`src/design/usbds_pkg.sv`:
```
// shared types and constants for the usb descriptor scanner
package usbds_pkg;

    localparam int OFFSET_BITS   = 16;
    localparam int OUT_OFF_BITS  = 16;
    localparam int CFG_IDX_BITS  = 3;
    localparam int CFG_DATA_BITS = 9;

    localparam logic [7:0] IFACE_TYPE    = 8'd4;
    localparam logic [7:0] IFACE_MIN_LEN = 8'd9;
    localparam logic [8:0] FILTER_ANY    = 9'h1FF;

    typedef enum logic [CFG_IDX_BITS-1:0] {
        CFG_FILTER_MODE = 3'd0,
        CFG_WANT_TYPE   = 3'd1,
        CFG_WANT_IFNUM  = 3'd2,
        CFG_WANT_ALT    = 3'd3,
        CFG_WANT_CLASS  = 3'd4,
        CFG_WANT_SUBCL  = 3'd5,
        CFG_WANT_PROTO  = 3'd6
    } t_cfg_idx;

    typedef struct packed {
        logic       filter_mode;
        logic [7:0] want_type;
        logic [8:0] want_iface_number;
        logic [8:0] want_alt_setting;
        logic [8:0] want_class;
        logic [8:0] want_subclass;
        logic [8:0] want_protocol;
    } t_cfg;

    typedef struct packed {
        logic [OFFSET_BITS-1:0] byte_count;
        logic [OFFSET_BITS-1:0] desc_start;
        logic [7:0]             desc_pos;
        logic [7:0]             desc_len;
        logic [7:0]             desc_kind;
        logic [39:0]            captured_fields;
        logic                   search_done;
    } t_scan_state;

    typedef struct packed {
        logic                    found;
        logic [OUT_OFF_BITS-1:0] match_offset;
        logic [7:0]              match_type;
        logic [7:0]              match_length;
        logic [7:0]              match_iface_number;
    } t_result;

endpackage

```
`src/design/usbds_in_if.sv`:
```
// byte input channel of the usb descriptor scanner
interface usbds_in_if;
    logic       valid;
    logic       ready;
    logic [7:0] data_byte;
    logic       last_byte;

    modport source (output valid, output data_byte, output last_byte, input ready);
    modport sink   (input valid, input data_byte, input last_byte, output ready);
endinterface

```
`src/design/usbds_out_if.sv`:
```
// result channel of the usb descriptor scanner
interface usbds_out_if;
    logic        valid;
    logic        ready;
    logic        found;
    logic [15:0] match_offset;
    logic [7:0]  match_type;
    logic [7:0]  match_length;
    logic [7:0]  match_iface_number;

    modport source (output valid, output found, output match_offset, output match_type,
                    output match_length, output match_iface_number, input ready);
    modport sink   (input valid, input found, input match_offset, input match_type,
                    input match_length, input match_iface_number, output ready);
endinterface

```
`src/design/usb_descriptor_scanner.sv`:
```
// top level of the usb descriptor scanner: state, config registers, result register
// The scanner walks a USB descriptor chain arriving one byte per transaction on i_byte,
// with last_byte set on the final byte before the end bound, and gives exactly one
// transaction on o_res per stream: either the first matching descriptor (its offset
// from the stream start, type, length and, in interface mode, interface number) or
// found = 0 with all other fields 0. Mode 0 matches the descriptor type held in
// want_type; mode 1 matches interface descriptors of 9 bytes or more against five
// filters, where a filter value of -1 (0x1FF) accepts anything. The result comes out in
// the cycle after the byte that completes the descriptor, or the byte that shows a
// zero length, a descriptor running past the end or a lone trailing length byte.
// Bytes after a result are swallowed until last_byte. A byte is taken every cycle:
// its work is one pass of compare and counter logic between the scan state registers
// and a one-entry result register, so the input stalls only while that register holds
// a result that the sink has not taken. Configuration is written through i_cfg_we,
// i_cfg_idx and i_cfg_data and should change only while no stream is in flight.
module usb_descriptor_scanner (
    input  logic                                i_clk,
    input  logic                                i_rst_n,
    usbds_in_if.sink                            i_byte,
    usbds_out_if.source                         o_res,
    input  logic                                i_cfg_we,
    input  logic [usbds_pkg::CFG_IDX_BITS-1:0]  i_cfg_idx,
    input  logic [usbds_pkg::CFG_DATA_BITS-1:0] i_cfg_data
);

    usbds_pkg::t_cfg        r_cfg;
    usbds_pkg::t_scan_state r_state;
    usbds_pkg::t_scan_state n_state;
    usbds_pkg::t_result     r_res;
    usbds_pkg::t_result     n_res;
    logic                   r_res_valid;
    logic                   step_res_valid;
    logic                   in_ready;
    logic                   in_take;

    // the result register frees up in the same cycle it is drained
    assign in_ready = !r_res_valid || o_res.ready;
    assign in_take  = i_byte.valid && in_ready;
    assign i_byte.ready = in_ready;

    usbds_step u_step (
        .i_state      (r_state),
        .i_cfg        (r_cfg),
        .i_data_byte  (i_byte.data_byte),
        .i_last_byte  (i_byte.last_byte),
        .o_next_state (n_state),
        .o_res_valid  (step_res_valid),
        .o_result     (n_res)
    );

    // configuration registers, reset to mode 0, type 4 and all filters open
    always_ff @(posedge i_clk) begin
        if (!i_rst_n) begin
            r_cfg.filter_mode       <= 1'b0;
            r_cfg.want_type         <= usbds_pkg::IFACE_TYPE;
            r_cfg.want_iface_number <= usbds_pkg::FILTER_ANY;
            r_cfg.want_alt_setting  <= usbds_pkg::FILTER_ANY;
            r_cfg.want_class        <= usbds_pkg::FILTER_ANY;
            r_cfg.want_subclass     <= usbds_pkg::FILTER_ANY;
            r_cfg.want_protocol     <= usbds_pkg::FILTER_ANY;
        end else if (i_cfg_we) begin
            case (usbds_pkg::t_cfg_idx'(i_cfg_idx))
                usbds_pkg::CFG_FILTER_MODE: r_cfg.filter_mode       <= i_cfg_data[0];
                usbds_pkg::CFG_WANT_TYPE:   r_cfg.want_type         <= i_cfg_data[7:0];
                usbds_pkg::CFG_WANT_IFNUM:  r_cfg.want_iface_number <= i_cfg_data;
                usbds_pkg::CFG_WANT_ALT:    r_cfg.want_alt_setting  <= i_cfg_data;
                usbds_pkg::CFG_WANT_CLASS:  r_cfg.want_class        <= i_cfg_data;
                usbds_pkg::CFG_WANT_SUBCL:  r_cfg.want_subclass     <= i_cfg_data;
                usbds_pkg::CFG_WANT_PROTO:  r_cfg.want_protocol     <= i_cfg_data;
                default: ;
            endcase
        end
    end

    // scan state advances once per accepted byte
    always_ff @(posedge i_clk) begin
        if (!i_rst_n) begin
            r_state <= '0;
        end else if (in_take) begin
            r_state <= n_state;
        end
    end

    // one-entry result register
    always_ff @(posedge i_clk) begin
        if (!i_rst_n) begin
            r_res_valid <= 1'b0;
        end else if (in_take && step_res_valid) begin
            r_res_valid <= 1'b1;
        end else if (o_res.ready) begin
            r_res_valid <= 1'b0;
        end
    end

    always_ff @(posedge i_clk) begin
        if (in_take && step_res_valid) begin
            r_res <= n_res;
        end
    end

    assign o_res.valid              = r_res_valid;
    assign o_res.found              = r_res.found;
    assign o_res.match_offset       = r_res.match_offset;
    assign o_res.match_type         = r_res.match_type;
    assign o_res.match_length       = r_res.match_length;
    assign o_res.match_iface_number = r_res.match_iface_number;

endmodule

```
`src/design/usbds_step.sv`:
```
// next-state and result logic for one stream byte
module usbds_step (
    input  usbds_pkg::t_scan_state i_state,
    input  usbds_pkg::t_cfg        i_cfg,
    input  logic [7:0]             i_data_byte,
    input  logic                   i_last_byte,
    output usbds_pkg::t_scan_state o_next_state,
    output logic                   o_res_valid,
    output usbds_pkg::t_result     o_result
);

    logic        start_desc;
    logic        do_emit;
    logic [7:0]  kind_n;
    logic [39:0] cap_n;
    logic        final_byte;
    logic        filt_ok;
    logic        match_m1;
    usbds_pkg::t_scan_state n_state;
    usbds_pkg::t_result     res;

    always_comb begin
        n_state    = i_state;
        res        = '0;
        start_desc = 1'b0;
        do_emit    = 1'b0;
        kind_n     = i_state.desc_kind;
        cap_n      = i_state.captured_fields;
        final_byte = ({1'b0, i_state.desc_pos} + 9'd1) == {1'b0, i_state.desc_len};
        filt_ok    = 1'b0;
        match_m1   = 1'b0;

        if (i_state.search_done) begin
            // result already given, drain until last
            if (i_last_byte) begin
                n_state = '0;
            end
        end else begin
            n_state.byte_count = i_state.byte_count + 1'b1;
            if (i_state.desc_pos == 8'd0) begin
                start_desc = 1'b1;
            end else if (i_state.desc_pos >= i_state.desc_len) begin
                // one-byte descriptor: byte is its type and the next length
                if (!i_cfg.filter_mode && i_data_byte == i_cfg.want_type) begin
                    do_emit                = 1'b1;
                    res.found              = 1'b1;
                    res.match_offset       = 16'(i_state.desc_start);
                    res.match_type         = i_data_byte;
                    res.match_length       = i_state.desc_len;
                end else begin
                    start_desc = 1'b1;
                end
            end else begin
                case (i_state.desc_pos)
                    8'd1:    kind_n        = i_data_byte;
                    8'd2:    cap_n[7:0]    = i_data_byte;
                    8'd3:    cap_n[15:8]   = i_data_byte;
                    8'd5:    cap_n[23:16]  = i_data_byte;
                    8'd6:    cap_n[31:24]  = i_data_byte;
                    8'd7:    cap_n[39:32]  = i_data_byte;
                    default: ;
                endcase
                n_state.desc_kind       = kind_n;
                n_state.captured_fields = cap_n;

                filt_ok = (i_cfg.want_iface_number == usbds_pkg::FILTER_ANY
                           || i_cfg.want_iface_number == {1'b0, cap_n[7:0]})
                       && (i_cfg.want_alt_setting == usbds_pkg::FILTER_ANY
                           || i_cfg.want_alt_setting == {1'b0, cap_n[15:8]})
                       && (i_cfg.want_class == usbds_pkg::FILTER_ANY
                           || i_cfg.want_class == {1'b0, cap_n[23:16]})
                       && (i_cfg.want_subclass == usbds_pkg::FILTER_ANY
                           || i_cfg.want_subclass == {1'b0, cap_n[31:24]})
                       && (i_cfg.want_protocol == usbds_pkg::FILTER_ANY
                           || i_cfg.want_protocol == {1'b0, cap_n[39:32]});
                match_m1 = kind_n == usbds_pkg::IFACE_TYPE
                        && i_state.desc_len >= usbds_pkg::IFACE_MIN_LEN && filt_ok;

                if (final_byte) begin
                    if ((!i_cfg.filter_mode && kind_n == i_cfg.want_type)
                        || (i_cfg.filter_mode && match_m1)) begin
                        do_emit          = 1'b1;
                        res.found        = 1'b1;
                        res.match_offset = 16'(i_state.desc_start);
                        res.match_type   = kind_n;
                        res.match_length = i_state.desc_len;
                        res.match_iface_number = i_cfg.filter_mode ? cap_n[7:0] : 8'd0;
                    end else begin
                        n_state.desc_pos = 8'd0;
                        do_emit          = i_last_byte;
                    end
                end else if (i_last_byte) begin
                    // descriptor runs past the end bound
                    do_emit = 1'b1;
                end else begin
                    n_state.desc_pos = i_state.desc_pos + 8'd1;
                end
            end

            if (start_desc) begin
                n_state.desc_start      = i_state.byte_count;
                n_state.desc_len        = i_data_byte;
                n_state.desc_kind       = 8'd0;
                n_state.captured_fields = '0;
                if (i_data_byte == 8'd0 || i_last_byte) begin
                    do_emit = 1'b1;
                end else begin
                    n_state.desc_pos = 8'd1;
                end
            end

            if (do_emit) begin
                if (i_last_byte) begin
                    n_state = '0;
                end else begin
                    n_state.search_done = 1'b1;
                end
            end
        end
    end

    assign o_next_state = n_state;
    assign o_res_valid  = do_emit;
    assign o_result     = res;

endmodule

```
`src/flat_wrapper.sv`:
```
// flat-port wrapper written by rule: the top's interface ports become plain ports
module usb_descriptor_scanner_flat 
  (i_clk, i_rst_n, i_cfg_we, i_cfg_idx, i_cfg_data, i_byte_valid, i_byte_data_byte, i_byte_last_byte, i_byte_ready, o_res_valid, o_res_found, o_res_match_offset, o_res_match_type, o_res_match_length, o_res_match_iface_number, o_res_ready);
  usbds_in_if i_byte_i ();
  usbds_out_if o_res_i ();
  input  logic i_clk;
  input  logic i_rst_n;
  input  logic i_cfg_we;
  input  logic [usbds_pkg::CFG_IDX_BITS-1:0] i_cfg_idx;
  input  logic [usbds_pkg::CFG_DATA_BITS-1:0] i_cfg_data;
  input wire logic [$bits(i_byte_i.valid)-1:0] i_byte_valid;
  input wire logic [$bits(i_byte_i.data_byte)-1:0] i_byte_data_byte;
  input wire logic [$bits(i_byte_i.last_byte)-1:0] i_byte_last_byte;
  output wire logic [$bits(i_byte_i.ready)-1:0] i_byte_ready;
  output wire logic [$bits(o_res_i.valid)-1:0] o_res_valid;
  output wire logic [$bits(o_res_i.found)-1:0] o_res_found;
  output wire logic [$bits(o_res_i.match_offset)-1:0] o_res_match_offset;
  output wire logic [$bits(o_res_i.match_type)-1:0] o_res_match_type;
  output wire logic [$bits(o_res_i.match_length)-1:0] o_res_match_length;
  output wire logic [$bits(o_res_i.match_iface_number)-1:0] o_res_match_iface_number;
  input wire logic [$bits(o_res_i.ready)-1:0] o_res_ready;
  assign i_byte_i.valid = i_byte_valid;
  assign i_byte_i.data_byte = i_byte_data_byte;
  assign i_byte_i.last_byte = i_byte_last_byte;
  assign i_byte_ready = i_byte_i.ready;
  assign o_res_valid = o_res_i.valid;
  assign o_res_found = o_res_i.found;
  assign o_res_match_offset = o_res_i.match_offset;
  assign o_res_match_type = o_res_i.match_type;
  assign o_res_match_length = o_res_i.match_length;
  assign o_res_match_iface_number = o_res_i.match_iface_number;
  assign o_res_i.ready = o_res_ready;
  usb_descriptor_scanner u_core (.i_clk(i_clk), .i_rst_n(i_rst_n), .i_byte(i_byte_i), .o_res(o_res_i), .i_cfg_we(i_cfg_we), .i_cfg_idx(i_cfg_idx), .i_cfg_data(i_cfg_data));
endmodule
```
`config.mk`:
```
export PLATFORM = sky130hd
export DESIGN_NAME = usb_descriptor_scanner_flat
export DESIGN_NICKNAME = d
export VERILOG_FILES = /design/src/design/usbds_pkg.sv /design/src/design/usbds_in_if.sv /design/src/design/usbds_out_if.sv /design/src/design/usb_descriptor_scanner.sv /design/src/design/usbds_step.sv /design/src/flat_wrapper.sv
export SDC_FILE = /design/constraint.sdc
export NUM_CORES = 1
export LEC_CHECK = 0
export BUFFER_PORTS_ARGS = -buffer_cell sky130_fd_sc_hd__buf_4
export CAP_MARGIN = 20
export CORE_MARGIN = 1
export CORE_UTILIZATION = 35
export CTS_BUF_LIST = sky130_fd_sc_hd__clkbuf_2 sky130_fd_sc_hd__clkbuf_4 sky130_fd_sc_hd__clkbuf_8
export DETAILED_ROUTE_END_ITERATION = 8
export PLACE_DENSITY = 0.57
export SYNTH_ARGS = -nofsm -noshare
export SYNTH_HDL_FRONTEND = slang
export SYNTH_SLANG_ARGS = --single-unit
```
`constraint.sdc`:
```
create_clock -name i_clk -period 6.5 [get_ports i_clk]
set_clock_uncertainty 0.15 [all_clocks]
set_input_delay 0.325 -clock i_clk [delete_from_list [all_inputs] [get_ports i_clk]]
set_output_delay 0.325 -clock i_clk [all_outputs]
set_load 0.02 [all_outputs]
```
Yosys cells after proc, flatten, opt, wreduce, memory -nomap -nowiden
Index checks and enable logic that the tools add are counted.

storage, ports and cells
  register bits after elaboration = 193
  output and inout bits = 43
  word-level logic and storage cells = 149

operators by class
  add/subtract/negate cells = 3
  order comparisons = 2
  equality and inequality tests = 27
  multiplexer cells = 59
  bitwise operators = 3
  reductions and logical operators = 35

operator list
  kind                   count
  $mux 97                3
  $mux 8                 31
  $mux 48                2
  $mux 96                1
  $mux 41                2
  $mux 80                1
  $mux 33                2
  $eq 9x8->1             6
  $eq 9x9->1 const B     5
  $eq 8x3->1 const B     4
  $mux 1                 17
  $add 16x1->16 const B  1
  $eq 8x2->1 const B     2
  $eq 8x8->1             2
  $logic_not 8->1        2
  $reduce_and 2->1       8
  $logic_and 1x1->1      11
  $add 8x1->9 const B    1
  $eq 3x3->1 const B     3
  $add 8x1->8 const B    1
  $eq 8x1->1 const B     1
  $ge 8x4->1 const B     1
  $ge 8x8->1             1
  $logic_or 1x1->1       8
  other kinds (9)        13

Depth between registers and ports, before layout
Gate-level depths: netlist (run 1).

  depth after elaboration = 24
  gate-level depth with buffers = 13

Hierarchy
Synthesis (run 1) repeated with hierarchy kept, for this count alone.

unflattened totals
  cell total of the unflattened synthesis = 1419
  area, all modules = 11745.0 um^2

modules (own cells, without submodules)
  module                  instances  cells an instance  area each (um^2)  sequential area each (um^2)
  usb_descriptor_scanner  1          715                7079.3            4274.1
  usbds_step              1          704                4665.7            0.0

Worst setup path after synthesis (run 1)
Ideal clock, no wire load.

  kind = flip-flop to flip-flop
  start point = register u_core.r_state[63] (netlist bit)
  end point = register u_core.r_res, in the netlist u_core.o_res.found (enable)
  setup time = 477 ps
  arrival time = 5102 ps
  setup slack = 771 ps
  stages on the path, launching flop included = 11
  buffers on the path = 2
  clock period less this slack = 5729 ps
  cell sequence = dfxtp_1 buf_2 or4_1 buf_2 nor2_1 mux2_2 a222oi_1 a41oi_1 nor3_2 a21oi_1 a2111oi_2

between the ends
  longest elaborated chain between the ends = 23
  elaborated cells between the ends (all ways) = 67
  classes of those cells = add/sub: 1; order compare: 1; eq/ne: 14; mux: 35; reduce/logical: 16

RTL lines
  element                              line                                text
  start: declaration                   usb_descriptor_scanner.sv:27        usbds_pkg::t_scan_state r_state;
  start signal: assignment             usb_descriptor_scanner.sv:80        r_state <= n_state;
  $eq 8x2->1                           usbds_step.sv:54                    case (i_state.desc_pos)
  $mux 8                               usbds_step.sv:54
  $mux 8                               usbds_step.sv:42                    end else if (i_state.desc_pos >= i_state.desc_len) begin
  $mux 8                               usbds_step.sv:40                    if (i_state.desc_pos == 8'd0) begin
  $mux 8                               usbds_step.sv:33                    if (i_state.search_done) begin
  $eq 9x8->1 (on tied branches)        usbds_step.sv:67, usbds_step.sv:69
  $logic_or 1x1->1 (on tied branches)  usbds_step.sv:67, usbds_step.sv:69
  $logic_and 1x1->1                    usbds_step.sv:68                    && (i_cfg.want_alt_setting == usbds_pkg::FILTER_ANY
  (+6 left out)                        --
  $mux 1                               usbds_step.sv:80                    if ((!i_cfg.filter_mode && kind_n == i_cfg.want_type)
  $mux 1                               usbds_step.sv:79                    if (final_byte) begin
  $mux 1                               usbds_step.sv:42
  $mux 1                               usbds_step.sv:40
  $mux 1                               usbds_step.sv:105                   if (i_data_byte == 8'd0 || i_last_byte) begin
  $mux 1 (*)                           usbds_step.sv:100                   if (start_desc) begin
  $mux 1 (*) (2 in a row)              usbds_step.sv:33
  $logic_and 1x1->1 (*)                usb_descriptor_scanner.sv:96        if (in_take && step_res_valid) begin
  end signal: assignment               usb_descriptor_scanner.sv:97        r_res <= n_res;
  end: declaration                     usb_descriptor_scanner.sv:29        usbds_pkg::t_result r_res;

Every way passes the cells marked *; elsewhere a longest branch is shown, timed or not. The select of a mux whose other input is x is not followed.
A chain may end at the register's enable or synchronous reset.

Worst setup path in the final report (run 1)
  start point = register u_core.r_state[61] (netlist bit)
  end point = register u_core.r_res, in the netlist u_core.o_res.match_offset[12] (enable)

Same word-level chain as after synthesis.

==> flow_summary.toml, run 1 <==
[sta]
slew_violations = 0
fmax_mhz = 188
worstMarginPinSlew_ns = 1.09
setup_viol = 0
hold_violations = 0
period_needed_ns = 5.31
finalCritPeriodShare = 0.818
slew_headroom = 0.270
fin_hold_ws_ns = 0.0239
setup_tns_ns = 0
grt_setup_unrepaired = "false"

[die]
die_area_mm2 = 0.0288
die_w_um = 170
initial_utilization = 0.356
ios = 69
core_mm2 = 0.0277
num_rows = 61
fp.dieH_um = 170

[clocking]
h-tree-depth = 4
cts_made_buffers = 17
clk_latency_ns = 0.48
cts_resized = 0
cts_root_buf = "clkbuf_8"
cts_tree = "built"
path_clk_slew_ns = 0.11
clock_path_buffers = 2
cts.sinks = 193

[routing]
vias_per_cell = 5.57
remaining_drc_errors = 2
drt-wirelength-per-cell_um = 19.2
via_count = 8530
routed_wl_mm = 29.4
dr.pass1.iters = 8
antenna_left = 0
drt_first_iter_violations = 889

[finish]
syn2layout_area_growth_pct = 12.0
diodes = 0
drive_above_1_share = 0.115
final_area_mm2 = 0.0110
fill_cells = 2784
layout_commonest_cell = "dfxtp_1"
finalNetCount = 1179
layout_common_cells = "dfxtp_1, nand2_1, buf_4"

[critical_path]
cp-start-kind = "register"
slowest_stage = "nor4_2"
cp.required_ns = 6.50
crit_chain = "nor4_2 > nand4b_1 > or4b_1 > a222oi_1 > a41oi_1 > nor3_2 > a21oi_1 > a2111oi_4 > buf_4"
cp.arrival_ns = 5.32
endpoint_kind = "register"
cpPeakStageDelay_ns = 0.99
cp_max_fo = 24
path_class = "register to register"

[synthesis]
yosysTopAreaCell = "dfxtp_1"
syn_nets = 1149
synth_seq_cells = 193
syn_avg_cell_area_um2 = 8.87
synth_cells = 1110
synthTopCellsByArea = "dfxtp_1, edfxtp_1, a22oi_1"
synth_top_area_share = 0.309
ys.flop_type = "dfxtp_1"
ys_warn_count = 0
ys_seq_area_frac = 0.434
synth.distinct_cells = 73
synth-edff-count = 41
syn_area_mm2 = 0.00985
async_reset_ff_frac = 0

[min_path]
hold_path.class = "input pin to register"

[power]
peakVddDrop_mv = 0.129
power_density_mw_per_mm2 = 209
leakage_nw = 4.10

[global_route]
use_met1 = 0.303
antenna_found_initial = 0
grt_pass1_wl_mm = 46.2
use_met2 = 0.307
grt_overflow_total = 0
grt-busiest-layer = "met2"
grt_util_met3 = 0.0366
grt_pass1_vias = 7905
grt_util_all_layers = 0.208
grt_start_max_net_pins = 77

[run_status]
violations = "design-rule violations"
outcome = "finished, violations left"

[placement]
io_buffer_count = 68
gp_congestion = 0.904
place_area_mm2 = 0.0106
hpwlAfterDp_mm = 19.4

[job]
max_cap_viol_count = 0
==> worst max-delay path, delay by kind of cell (launching register included) <==
family	cells	cell delay (ns)
DFF	1	0.46
AOI/OAI and AO/OA	4	1.22
and+or+nand+nor	4	2.76
buffers and inverters	1	0.39
==> synth_stat cells, types with 7 or more instances <==
cell      instances
dfxtp_1         152
nand2_1         134
nor2b_1          76
a22oi_1          70
inv_1            53
clkbuf_1         51
nand3_1          50
nor2_1           42
edfxtp_1         41
o21ai_0          39
and2_1           32
a21oi_1          30
o211ai_1         26
mux2i_1          23
and3_1           21
nand4_1          20
nand2b_1         19
o22ai_1          17
nor3_1           15
xor2_1           15
xnor2_1          14
ha_1             13
buf_2            12
a21boi_0         10
nor4_1           10
a22o_1            9
a32o_1            9
o21ai_1           7
==> path summary, 6_finish.rpt <==
check / cells after the start / start / endpoint / slack, ns
worst min register to register: 2 / u_core.r_cfg[8]$_SDFFE_PN1P_ / u_core.r_cfg[8]$_SDFFE_PN1P_ / 0.35
worst max register to register: 9 / u_core.r_state[61]$_SDFFE_PN0P_ / u_core.o_res.match_offset[12]$_SDFFCE_PP0P_ / 1.19
worst min-delay path: 3 / i_cfg_data[6] / u_core.r_cfg[15]$_SDFFE_PN1P_ / 0.02
worst max-delay path: 9 / u_core.r_state[61]$_SDFFE_PN0P_ / u_core.o_res.match_offset[12]$_SDFFCE_PP0P_ / 1.19
==> cells by family (layout without fill, tap and decap cells) <==
group,count (synthesis),count (layout),share of synthesized area
AND/OR/NAND/NOR,446,446,0.236
XOR/XNOR,29,29,0.0258
buffers and inverters,121,164,0.0480
adder cells (fa/ha/maj),13,13,0.0165
AO/OA/AOI/OAI,282,282,0.213
multiplexers,26,26,0.0268
flip-flops,193,193,0.434
==> where the power goes <==
group          internal (mW)  total [mW]  switching, mW
Clock                  0.308       0.773          0.465
Sequential              1.25        1.27         0.0245
Combinational         0.0870       0.263          0.176
Total                   1.64        2.31          0.666
==> what timing repair did <==
item | in CTS | in global routing
hold buffers | 2 | 0
setup buffers | 0 | 0
endpoints found under the hold margin | 4 | 0
==> layer usage <==
layer,vias to the layer above,part of all wire
li1,4094,-
met1,4075,0.48
met2,321,0.43
met3,40,0.071
met4,0,0.021
met5,-,0
==> state kept, by name, indices dropped and copies added (netlist names) <==
| register | flops |
|---|---|
| u_core.r_state | 97 |
| u_core.r_cfg | 54 |
| u_core.o_res.match_offset | 16 |
| u_core.o_res.match_iface_number | 8 |
| u_core.o_res.match_length | 8 |
| u_core.o_res.match_type | 8 |
| u_core.o_res.found | 1 |
| u_core.o_res.valid | 1 |
==> area by class of cell <==
| cell class | instances | area [um2] | area share |
|---|---|---|---|
| clock buffer | 17 | 234 | 0.0212 |
| clock inverter | 15 | 133 | 0.0120 |
| inverter | 53 | 199 | 0.0180 |
| multi-input combinational | 796 | 5120 | 0.464 |
| sequential | 193 | 4270 | 0.387 |
| tap | 378 | 473 | 0.0429 |
| timing repair buffer | 79 | 598 | 0.0542 |
==> per-stage QoR <==
stage | cells | util | power [mW] | worst slack [ns]
final | 1531 | 0.398 | 2.31 | 1.19
after CTS | 1530 | 0.398 | 2.33 | 1.27
after detailed placement | 1496 | 0.384 | 1.56 | 1.30
after global routing | 1531 | 0.398 | 2.40 | 0.900
after global placement | 1495 | 0.384 | 1.56 | 1.38
after floorplan | 1110 | - | 1.46 | 0.771
No activity file was read; power rests on OpenSTA's default activity.
==> run 2: changes to the inputs <==
--- a/config.mk
+++ b/config.mk
@@ -5,6 +5,7 @@
 export SDC_FILE = /design/constraint.sdc
 export NUM_CORES = 1
 export LEC_CHECK = 0
+export ABC_AREA = 1
 export BUFFER_PORTS_ARGS = -buffer_cell sky130_fd_sc_hd__buf_4
 export CAP_MARGIN = 20
 export CORE_MARGIN = 1
==> constraint.sdc (replaced) <==
create_clock -name i_clk -period 5.5 [get_ports i_clk]
set_clock_uncertainty 0.15 [all_clocks]
set_input_delay 0.275 -clock i_clk [delete_from_list [all_inputs] [get_ports i_clk]]
set_output_delay 0.275 -clock i_clk [all_outputs]
set_load 0.02 [all_outputs]
==> run 2 against run 1 <==
Sequential power grew 18%. The flow now finishes without violations. Worst setup slack improved by 0.33 ns. Largest cell class unchanged. Register-to-register slack better by 0.33 ns. Critical path depth rose by 7.
==> flow_summary.toml, run 2 <==
[synthesis]
synth_common_cells = "nand2_1, inv_1, dfxtp_1"
yosysMostFrequentCell = "nand2_1"
synth-edff-count = 41
async_reset_ff_frac = 0
synth_seq_cells = 193
ys.flop_type = "dfxtp_1"
syn_nets = 1605
syn_avg_cell_area_um2 = 6.84
ys_seq_area_frac = 0.399
synth_top_area_share = 0.284
syn_area_mm2 = 0.0107
synth_cells = 1566
yosysTopAreaCell = "dfxtp_1"
synthTopCellsByArea = "dfxtp_1, nand2_1, edfxtp_1"
synth.distinct_cells = 42
ys_warn_count = 0

[critical_path]
endpoint_kind = "register"
r2r_start = "u_core.r_state[61]$_SDFFE_PN0P_"
cp.required_ns = 5.47
cp_max_fo = 41
cp-start-kind = "register"
regToRegEndpoint = "u_core.o_res.match_iface_number[1]$_SDFFCE_PP0P_"
path_common_cell = "nand2_1"
cpPeakStageDelay_ns = 0.45
reg2reg_slack_ns = 1.51
cp.arrival_ns = 3.96
slowest_stage = "dfxtp_1"
cpLargestDelayFamily = "simple AND/OR/NAND/NOR gates"
path_class = "register to register"
rr_worst_depth = 16
crit_chain = "nor2_4 > nand2_4 > nor2_4 > o21ai_0 > inv_1 > nand2_1 > nor3_1 > nand4_1 > a21oi_1 > nand2_1 > nand2_2 > nand2_4 > nand2_1 > nand4_1 > clkinv_1 > buf_4"
crit_buf_inv = 3

[clocking]
path_clk_slew_ns = 0.12
cts_setup_buffers = 0
clock_path_buffers = 2
cts_tree = "built"
cts.sinks = 193
cts_root_buf = "clkbuf_8"
clk_latency_ns = 0.50
h-tree-depth = 4
cts_made_buffers = 17

[finish]
diodes = 0
layout_common_cells = "nand2_1, inv_1, dfxtp_1"
regMostFlops = "u_core.r_state"
final_area_mm2 = 0.0121
layout_commonest_cell = "nand2_1"
largest_reg_flops = 97
fin_util = 0.405
drive_above_1_share = 0.0992
finalNetCount = 1649
syn2layout_area_growth_pct = 12.9

[power]
power_frac_clock = 0.352
p_seq_frac = 0.524
switchingPower_mw = 0.867
leakage_nw = 4.86
p_total_mw = 2.86
peakVddDrop_mv = 0.135
power.internal_mw = 1.99
switching_share = 0.304
power_frac_comb = 0.124
power_density_mw_per_mm2 = 236

[sta]
setup_tns_ns = 0
setup_viol = 0
finalCritPeriodShare = 0.725
fin_hold_ws_ns = 0.0119
hold_violations = 0
fmax_mhz = 251
worstMarginPinSlew_ns = 1.02
period_needed_ns = 3.99
slew_violations = 0
grt_setup_unrepaired = "false"
slew_headroom = 0.316

[min_path]
hold_start = "o_res_ready"
hold_path.class = "input pin to register"
holdPathStages = 4
hold_path_end = "u_core.o_res.valid$_SDFFE_PN0P_"

[routing]
via_count = 10300
antenna_left = 0
drt_first_iter_violations = 870
drt-wirelength-per-cell_um = 15.9
routed_wl_mm = 31.9
dr.pass1.iters = 7
remaining_drc_errors = 0
vias_per_cell = 5.11

[die]
core_mm2 = 0.0299
initial_utilization = 0.359
num_rows = 63
die_w_um = 177
die_area_mm2 = 0.0313
fp.dieH_um = 177
ios = 69

[placement]
place_area_mm2 = 0.0115
gp_congestion = 0.903
io_buffer_count = 68
hpwlAfterDp_mm = 21.9

[global_route]
grt_start_max_net_pins = 59
antenna_found_initial = 1
grt_pass1_wl_mm = 50.6
grt_util_all_layers = 0.208
grt_overflow_total = 0
grt_pass1_vias = 9378

[run_status]
outcome = "complete, no violations"

[job]
max_cap_viol_count = 0
[run 2: worst max path at each step]
stage,slack [ns],start,cells past startpoint,endpoint
6_report,1.51,u_core.r_state[61]$_SDFFE_PN0P_,16,u_core.o_res.match_iface_number[1]$_SDFFCE_PP0P_
3_5_place_dp,1.54,u_core.r_state[61]$_SDFFE_PN0P_,21,u_core.o_res.match_type[4]$_SDFFCE_PP0P_
2_1_floorplan,2.01,u_core.r_state[57]$_SDFFE_PN0P_,21,u_core.o_res.found$_SDFFCE_PP0P_
4_1_cts,1.51,u_core.r_state[61]$_SDFFE_PN0P_,21,u_core.o_res.match_iface_number[4]$_SDFFCE_PP0P_
3_3_place_gp,1.57,u_core.r_state[61]$_SDFFE_PN0P_,21,u_core.o_res.match_iface_number[3]$_SDFFCE_PP0P_
5_1_grt,1.17,u_core.r_state[61]$_SDFFE_PN0P_,16,u_core.o_res.match_iface_number[1]$_SDFFCE_PP0P_
[run 2: routing by layer]
metal | part of all wire | up-vias | track usage | wire (um)
li1 | - | 5190 | - | -
met1 | 0.49 | 4794 | 0.295 | 15600
met2 | 0.44 | 261 | 0.322 | 14200
met3 | 0.053 | 31 | 0.0329 | 1710
met4 | 0.013 | 2 | 0.0625 | 431
met5 | 0.00041 | - | 0 | 13
[run 2: worst min-delay path, delay by kind of cell]
| family | cells | cell delay (ns) |
|---|---|---|
| simple gates | 1 | 0.11 |
| buf+inv | 2 | 0.11 |
| compound gates | 1 | 0.11 |
[run 2: power groups by stage]
stage               clock network, mW  registers (mW)  logic (mW)
floorplan                           0            1.54       0.202
global placement                    0            1.53       0.343
detailed placement                  0            1.53       0.344
CTS                              1.03            1.50       0.352
global route                     1.08            1.50       0.392
finish                           1.00            1.50       0.355
[run 2: timing repair]
item                                   4_1_cts  5_1_grt
gates resized for setup                      0        0
hold buffers                                14        0
endpoints found under the hold margin       51        0
[run 2: logic make-up (layout without fill, tap and decap cells)]
logic type	after synthesis	count (layout)	share of synthesized area
simple gates	770	770	0.308
compound gates	325	325	0.173
buf+inv	246	303	0.0903
flops	193	193	0.399
xor+xnor	19	19	0.0155
fa+ha+maj	13	13	0.0152
[run 2: layout make-up]
| cell class | count | area [um2] |
|---|---|---|
| clock buffer | 19 | 255 |
| timing repair buffer | 98 | 783 |
| fill | 3140 | 17800 |
| multi-input combinational | 1127 | 5490 |
| tap | 390 | 488 |
| inverter | 173 | 649 |
| sequential | 193 | 4270 |
| clock inverter | 13 | 165 |
[run 2: stage by stage]
stage | cells | worst slack, ns
final | 2013 | 1.51
after CTS | 2010 | 1.51
after detailed placement | 1964 | 1.54
after global routing | 2013 | 1.17
after global placement | 1964 | 1.57
after floorplan | 1566 | 2.01
